### config.mk
export PLATFORM = sky130hd
export DESIGN_NAME = two_stack_queue
export DESIGN_NICKNAME = d
export VERILOG_FILES = /design/src/design/tsq_pkg.sv /design/src/design/two_stack_queue.sv /design/src/design/tsq_ram.sv
export SDC_FILE = /design/constraint.sdc
export NUM_CORES = 1
export LEC_CHECK = 0
export ABC_CLOCK_PERIOD_IN_PS = 8700
export BUFFER_PORTS_ARGS = -buffer_cell sky130_fd_sc_hd__buf_2
export CAP_MARGIN = 20
export CORE_ASPECT_RATIO = 0.7
export CORE_UTILIZATION = 60
export DETAILED_ROUTE_END_ITERATION = 10
export PLACE_DENSITY = 0.85
export SLEW_MARGIN = 30
export SYNTH_ARGS = -nofsm -noshare
export SYNTH_HDL_FRONTEND = slang
export SYNTH_SLANG_ARGS = --single-unit
export TNS_END_PERCENT = 5
### constraint.sdc
create_clock -name i_clk -period 8.7 [get_ports i_clk]
set_input_delay 0.87 -clock i_clk [delete_from_list [all_inputs] [get_ports i_clk]]
set_output_delay 0.87 -clock i_clk [all_outputs]
set_load 0.01 [all_outputs]
### src/design/tsq_pkg.sv
// ----------------------------------------------------------------------------
// tsq_pkg: shared constants and types of the two-stack queue
// Holds the stack depth, the derived pointer and count widths, the operation
// and status codes, and the one-hot state type of the controller.
// ----------------------------------------------------------------------------
package tsq_pkg;

    localparam int DEPTH  = 16;
    localparam int WORD_W = 32;
    localparam int PTR_W  = (DEPTH > 1) ? $clog2(DEPTH) : 1;
    localparam int CNT_W  = $clog2(DEPTH + 1);

    localparam logic OP_ENQ = 1'b0;
    localparam logic OP_DEQ = 1'b1;

    localparam logic [1:0] ST_OK    = 2'd0;
    localparam logic [1:0] ST_EMPTY = 2'd1;
    localparam logic [1:0] ST_FULL  = 2'd2;

    typedef enum logic [3:0] {
        S_IDLE = 4'b0001,
        S_MOVE = 4'b0010,
        S_POP  = 4'b0100,
        S_DONE = 4'b1000
    } t_state;

endpackage

### src/design/two_stack_queue.sv
// ----------------------------------------------------------------------------
// two_stack_queue: FIFO of 32-bit words built from two stacks
// Enqueue pushes onto the input stack (dropped with FULL status when that
// stack is full). Dequeue pops the output stack; when it is empty the input
// stack is first drained onto it, which restores arrival order.
// ----------------------------------------------------------------------------
//
//  channel | valid       | ready       | payload
//  --------+-------------+-------------+--------------------------
//  input   | i_in_valid  | o_in_ready  | i_opcode, i_data_in
//  output  | o_out_valid | i_out_ready | o_data_out, o_status
//
// An enqueue, a dropped enqueue and a dequeue on an empty queue go straight
//   to the done state; a dequeue from the output stack passes through the
//   pop state first, for the registered read of the output stack memory.
// A dequeue that finds the output stack empty drains the input stack at one
//   word per cycle (one read of the input stack memory each), and hands the
//   last word read straight over instead of pushing it.
// Reset clears both counts and the controller; the memories are not cleared,
//   since the counts never let an unwritten entry be read.
// A result waiting on a stalled output holds the controller in its done
//   state; the next beat is taken in the cycle that result is handed over.
//
module two_stack_queue (
    input  logic               i_clk,
    input  logic               i_rst_n,
    input  logic               i_in_valid,
    output logic               o_in_ready,
    input  logic               i_opcode,
    input  logic signed [31:0] i_data_in,
    output logic               o_out_valid,
    input  logic               i_out_ready,
    output logic signed [31:0] o_data_out,
    output logic [1:0]         o_status
);

    localparam int PTR_W  = tsq_pkg::PTR_W;
    localparam int CNT_W  = tsq_pkg::CNT_W;
    localparam int WORD_W = tsq_pkg::WORD_W;

    // Controller state and the two stack heights.
    tsq_pkg::t_state     r_state, n_state;
    logic [CNT_W-1:0]    r_in_cnt, n_in_cnt;
    logic [CNT_W-1:0]    r_out_cnt, n_out_cnt;

    // Result waiting to go to the output register.
    logic [WORD_W-1:0]   r_res_data, n_res_data;
    logic [1:0]          r_res_status, n_res_status;

    // Output register.
    logic                r_out_valid;
    logic [WORD_W-1:0]   r_data_out;
    logic [1:0]          r_status;

    // Memory ports.
    logic                in_we, in_re, out_we, out_re;
    logic [PTR_W-1:0]    in_waddr, in_raddr, out_waddr, out_raddr;
    logic [WORD_W-1:0]   in_rdata, out_rdata;

    logic [CNT_W-1:0]    in_dec, out_dec;
    logic                in_full, in_empty, out_empty;
    logic                slot_free, accept, load_out;

    // Top of stack is count - 1; the push slot is count itself.
    assign in_dec    = r_in_cnt - CNT_W'(1);
    assign out_dec   = r_out_cnt - CNT_W'(1);
    assign in_full   = (r_in_cnt == CNT_W'(tsq_pkg::DEPTH));
    assign in_empty  = (r_in_cnt == '0);
    assign out_empty = (r_out_cnt == '0);

    // The output register is free when empty or being drained this cycle.
    assign slot_free  = !r_out_valid || i_out_ready;
    assign o_in_ready = (r_state == tsq_pkg::S_IDLE) ||
                        ((r_state == tsq_pkg::S_DONE) && slot_free);
    assign accept     = i_in_valid && o_in_ready;
    assign load_out   = (r_state == tsq_pkg::S_DONE) && slot_free;

    assign in_waddr  = r_in_cnt[PTR_W-1:0];
    assign in_raddr  = in_dec[PTR_W-1:0];
    assign out_waddr = r_out_cnt[PTR_W-1:0];
    assign out_raddr = out_dec[PTR_W-1:0];

    always_comb begin
        n_state      = r_state;
        n_in_cnt     = r_in_cnt;
        n_out_cnt    = r_out_cnt;
        n_res_data   = r_res_data;
        n_res_status = r_res_status;
        in_we        = 1'b0;
        in_re        = 1'b0;
        out_we       = 1'b0;
        out_re       = 1'b0;

        unique case (r_state)
            tsq_pkg::S_IDLE: begin
                // Nothing in flight; a new beat is handled below.
            end
            tsq_pkg::S_MOVE: begin
                if (in_empty) begin
                    // Last word read off the input stack is the one to pop:
                    // hand it straight over instead of pushing it first.
                    n_res_data   = in_rdata;
                    n_res_status = tsq_pkg::ST_OK;
                    n_state      = tsq_pkg::S_DONE;
                end else begin
                    // Push the word just read, then read the next one down.
                    out_we    = 1'b1;
                    n_out_cnt = r_out_cnt + CNT_W'(1);
                    in_re     = 1'b1;
                    n_in_cnt  = in_dec;
                end
            end
            tsq_pkg::S_POP: begin
                n_res_data   = out_rdata;
                n_res_status = tsq_pkg::ST_OK;
                n_state      = tsq_pkg::S_DONE;
            end
            tsq_pkg::S_DONE: begin
                if (slot_free) begin
                    n_state = tsq_pkg::S_IDLE;
                end
            end
            default: begin
                n_state = tsq_pkg::S_IDLE;
            end
        endcase

        // Start of a new item: only possible in the idle or done state.
        if (accept) begin
            if (i_opcode == tsq_pkg::OP_ENQ) begin
                n_res_data = '0;
                if (in_full) begin
                    n_res_status = tsq_pkg::ST_FULL;
                end else begin
                    in_we        = 1'b1;
                    n_in_cnt     = r_in_cnt + CNT_W'(1);
                    n_res_status = tsq_pkg::ST_OK;
                end
                n_state = tsq_pkg::S_DONE;
            end else if (in_empty && out_empty) begin
                n_res_data   = '1;
                n_res_status = tsq_pkg::ST_EMPTY;
                n_state      = tsq_pkg::S_DONE;
            end else if (!out_empty) begin
                out_re    = 1'b1;
                n_out_cnt = out_dec;
                n_state   = tsq_pkg::S_POP;
            end else begin
                // Output stack empty: begin draining the input stack.
                in_re    = 1'b1;
                n_in_cnt = in_dec;
                n_state  = tsq_pkg::S_MOVE;
            end
        end
    end

    always_ff @(posedge i_clk) begin
        if (!i_rst_n) begin
            r_state   <= tsq_pkg::S_IDLE;
            r_in_cnt  <= '0;
            r_out_cnt <= '0;
        end else begin
            r_state   <= n_state;
            r_in_cnt  <= n_in_cnt;
            r_out_cnt <= n_out_cnt;
        end
    end

    always_ff @(posedge i_clk) begin
        r_res_data   <= n_res_data;
        r_res_status <= n_res_status;
    end

    // Output register: load from the done state, drop valid once taken.
    always_ff @(posedge i_clk) begin
        if (!i_rst_n) begin
            r_out_valid <= 1'b0;
        end else if (load_out) begin
            r_out_valid <= 1'b1;
        end else if (i_out_ready) begin
            r_out_valid <= 1'b0;
        end
    end

    always_ff @(posedge i_clk) begin
        if (load_out) begin
            r_data_out <= r_res_data;
            r_status   <= r_res_status;
        end
    end

    assign o_out_valid = r_out_valid;
    assign o_data_out  = r_data_out;
    assign o_status    = r_status;

    tsq_ram #(
        .DEPTH (tsq_pkg::DEPTH),
        .WIDTH (WORD_W),
        .ADDR_W(PTR_W)
    ) u_in_stack (
        .i_clk  (i_clk),
        .i_we   (in_we),
        .i_waddr(in_waddr),
        .i_wdata(i_data_in),
        .i_re   (in_re),
        .i_raddr(in_raddr),
        .o_rdata(in_rdata)
    );

    tsq_ram #(
        .DEPTH (tsq_pkg::DEPTH),
        .WIDTH (WORD_W),
        .ADDR_W(PTR_W)
    ) u_out_stack (
        .i_clk  (i_clk),
        .i_we   (out_we),
        .i_waddr(out_waddr),
        .i_wdata(in_rdata),
        .i_re   (out_re),
        .i_raddr(out_raddr),
        .o_rdata(out_rdata)
    );

endmodule

### src/design/tsq_ram.sv
// ----------------------------------------------------------------------------
// tsq_ram: single-clock stack store
// One write port and one read port; read data is registered.
// Contents are undefined until written.
// ----------------------------------------------------------------------------
module tsq_ram #(
    parameter int DEPTH  = 16,
    parameter int WIDTH  = 32,
    parameter int ADDR_W = (DEPTH > 1) ? $clog2(DEPTH) : 1
) (
    input  logic              i_clk,
    input  logic              i_we,
    input  logic [ADDR_W-1:0] i_waddr,
    input  logic [WIDTH-1:0]  i_wdata,
    input  logic              i_re,
    input  logic [ADDR_W-1:0] i_raddr,
    output logic [WIDTH-1:0]  o_rdata
);

    logic [WIDTH-1:0] r_mem [DEPTH];
    logic [WIDTH-1:0] r_rdata;

    always_ff @(posedge i_clk) begin
        if (i_we) begin
            r_mem[i_waddr] <= i_wdata;
        end
    end

    always_ff @(posedge i_clk) begin
        if (i_re) begin
            r_rdata <= r_mem[i_raddr];
        end
    end

    assign o_rdata = r_rdata;

endmodule

==> impl_metrics.toml <==
[outcome]
status = "complete, no violations"

[global_routing]
met1_usage = 0.3994
grtUsageMet2 = 0.4779
grt_util_met3 = 0.05311
grt_max_degree = 72
grt_pass1_vias = 21901
overflow = 0
antenna_found_initial = 2
grt_first_pass_wirelength_um = 152600
grt_busiest_layer = "met2"
track_usage = 0.2905

[worst_setup_path]
critPathCaptureType = "flip-flop"
cp.buffers_inverters = 3
crit_chain = "inv_1, ha_4, buf_16, buf_4, mux4_2, mux4_2"
critical_path_cell_count = 6
cpMostUsedCell = "mux4_2"
crit-reg2reg-launch = "r_in_cnt[0]"
required_ps = 9080
slowest_delay_ps = 880
cp_slowest_cell = "dfxtp_4"
cp_top_family = "buffers and inverters"
critical_path.max_fanout = 60
startpoint = "r_in_cnt[0]"
critical_path_class = "reg2reg"
cp.arrival_ps = 4650
cp-start-kind = "flip-flop"
r2r_cells = 6

[routing]
via_per_inst = 7.016
ant_nets = 0
first_pass_iters = 6
drc = 0
num_vias = 21337
dr.first_iter.drc_count = 3088
totalWireLength_um = 106700
wl_per_cell_um = 35.08

[clock_network]
clock_latency_ps = 670
ctsHoldBuffers = 0
cts_sinks = 1171
cts_setup_buffers = 0
htreeDepth = 3
cts_resized = 0
cts_buffers = 102
ctsLongestPathBuffers = 3
cts-root-buf = "clkbuf_16"
cts.reportedPaths.clkPinSlew_ps = 70
tritoncts = "done"

[timing]
worst_slew_pin_slew_ps = 993.9
min_period_ps = 4273
slew_violations = 0
slew-limit-headroom = 0.3374
max_freq_ghz = 0.2340
setup_violations = 0
finalHoldViolations = 0
fin_worst_skew_ps = 24.04
fin_crit_sh = 0.4912
rsz0062_at_grt = "false"
finalSetupTns_ps = 0

[finish]
areaGrowthSynthToFinish_pct = 11.64
nNetsFinal = 2035
drive_gt1_frac = 0.3092
post-route-util = 0.6817

[logic_synthesis]
yosysWarnings = 0
synth_edf_count = 1122
syn_area_sq_mm = 0.04404
async_reset_ff_frac = 0
ys.flop_type = "edfxtp_1"
syn_nets = 1905
yosysSeqAreaShare = 0.7873
avgSynthCellArea_sq_um = 23.70
synth.distinct_cells = 53
netlist_instances = 1858
synth-seq-cells = 1171

[pwr]
vdd_drop_max_v = 0.0001959
p_total_mw = 14.79
powerDensity_mw_per_mm2 = 300.9
power_leakage_nw = 15.15

[placement]
portBuffers = 72
place.gp.congestion = 0.7960
hpwl_um = 54270

[worst_hold_path]
min_path_cells = 0
hold_path_class = "reg2reg"
hp-start = "r_res_status[0]"

[floorplan]
io_pins = 73
dieArea_sq_mm = 0.07450
die_w_um = 325.8
die_h_um = 228.7
start_util = 0.6106
core-area_sq_mm = 0.07213
fp-row-count = 82

[run]
max_cap_violations = 0
-- synthesized netlist by cell type, types with 3 or more instances --
| cell | count | share of area |
|---|---|---|
| mux4_2 | 320 | 0.16 |
| ha_1 | 10 | 0.0028 |
| buf_2 | 51 | 0.0058 |
| o21ai_0 | 5 | 0.00057 |
| mux2i_1 | 4 | 0.00091 |
| nor2_1 | 19 | 0.0016 |
| a211oi_1 | 3 | 0.00051 |
| nor3_1 | 13 | 0.0015 |
| xnor2_1 | 5 | 0.00099 |
| dfxtp_1 | 49 | 0.022 |
| and2_1 | 8 | 0.0011 |
| a21oi_1 | 6 | 0.00068 |
| inv_1 | 7 | 0.00060 |
| buf_6 | 3 | 0.00077 |
| a31oi_1 | 33 | 0.0047 |
| a22oi_1 | 33 | 0.0056 |
| nand3_1 | 7 | 0.00080 |
| nand2b_1 | 8 | 0.0011 |
| clkbuf_1 | 39 | 0.0033 |
| or3_1 | 3 | 0.00043 |
| and3_1 | 19 | 0.0027 |
| nand2_1 | 50 | 0.0043 |
| nor2b_1 | 4 | 0.00057 |
| edfxtp_1 | 1122 | 0.77 |
-- placed cells by master (no fill, tap or decap), types with 3 or more instances in the layout --
| cell | Yosys | layout |
|---|---|---|
| edfxtp_1 | 1122 | 1122 |
| mux4_2 | 320 | 320 |
| clkbuf_16 | 0 | 104 |
| buf_2 | 51 | 72 |
| nand2_1 | 50 | 50 |
| dfxtp_1 | 49 | 47 |
| buf_4 | 1 | 37 |
| a22oi_1 | 33 | 33 |
| a31oi_1 | 33 | 33 |
| clkbuf_1 | 39 | 30 |
| clkinv_2 | 0 | 19 |
| clkinv_1 | 0 | 18 |
| nor2_1 | 19 | 10 |
| nor3_1 | 13 | 9 |
| nor2_4 | 1 | 8 |
| nand2b_1 | 8 | 8 |
| and3_2 | 0 | 8 |
| and3_4 | 0 | 8 |
| ha_1 | 10 | 8 |
| bufinv_16 | 0 | 8 |
| inv_1 | 7 | 7 |
| nand3_1 | 7 | 7 |
| and2_2 | 0 | 7 |
| buf_16 | 0 | 7 |
| a21oi_1 | 6 | 6 |
| nor3_2 | 2 | 5 |
| o21ai_0 | 5 | 5 |
| nor2b_1 | 4 | 4 |
| xnor2_2 | 0 | 4 |
| mux2i_1 | 4 | 4 |
| or3_1 | 3 | 3 |
| nor2_2 | 1 | 3 |
| and3_1 | 19 | 3 |
| a211oi_1 | 3 | 3 |
| inv_6 | 0 | 3 |
| clkinvlp_4 | 0 | 3 |
| buf_6 | 3 | 3 |
-- sequential cells by signal, summed over array words and instances, names as in the netlist --
name                 count
u_in_stack.r_mem       512
u_out_stack.r_mem      512
o_data_out              32
r_res_data              32
u_in_stack.o_rdata      32
u_out_stack.o_rdata     32
r_in_cnt                 5
r_out_cnt                5
r_state                  4
o_status                 2
r_res_status             2
o_out_valid              1
-- cell families after synthesis --
| logic type | after synthesis | synth area share |
|---|---|---|
| XOR/XNOR | 6 | 0.001193 |
| AND/OR/NAND/NOR | 141 | 0.01665 |
| AO/OA/AOI/OAI | 102 | 0.01651 |
| flip-flops | 1171 | 0.7873 |
| buffers and inverters | 104 | 0.01094 |
| adder cells (fa/ha/maj) | 10 | 0.002841 |
| multiplexers | 324 | 0.1646 |
-- per-layer routing --
metal / part of all wire / routed length [um]
met1: 0.36 / 38070
met2: 0.51 / 53950
met3: 0.10 / 11080
met4: 0.033 / 3547
met5: 0.00012 / 13
-- where the power goes --
group,total [mW],internal (mW),switching [mW]
combinational,3.32,1.58,1.74
clock,4.45,2.46,2.00
sequential,7.02,6.70,0.318
total,14.8,10.7,4.06
-- worst reg2reg max path, stage by stage, from the launching register on --
cell	delay, ps
dfxtp_4	880
inv_1	290
ha_4	650
buf_16	310
buf_4	790
mux4_2	540
mux4_2	520
-- cell type report --
cell class              count  area [sq um]
multi-input cells         583          9091
flip-flops and latches   1171         34680
clock inverters            53         476.7
clock buffers             136          2743
inverters                   7         26.28
repair buffers            123         934.6
fillers                  4102         22960
well taps                 966          1209
diodes                      2         5.005
-- stage by stage --
step,setup WS (ps),hold slack [ps],cells,instance area (sq um)
after floorplan,3866,407.9,1858,44040
after CTS,4266,430.3,3038,49130
after global routing,4285,440.7,3039,49160
after detailed placement,4384,414.1,2849,45910
after global placement,4231,416.8,2839,45630
final,4427,426.7,3041,49170
-- worst paths after layout --
path	endpoint	slack, ps
min	o_status[0]	430
max	u_in_stack.o_rdata[2]	4430
max reg2reg	u_in_stack.o_rdata[2]	4430
min reg2reg	o_status[0]	430
No activity file was read; power rests on OpenSTA's default activity.
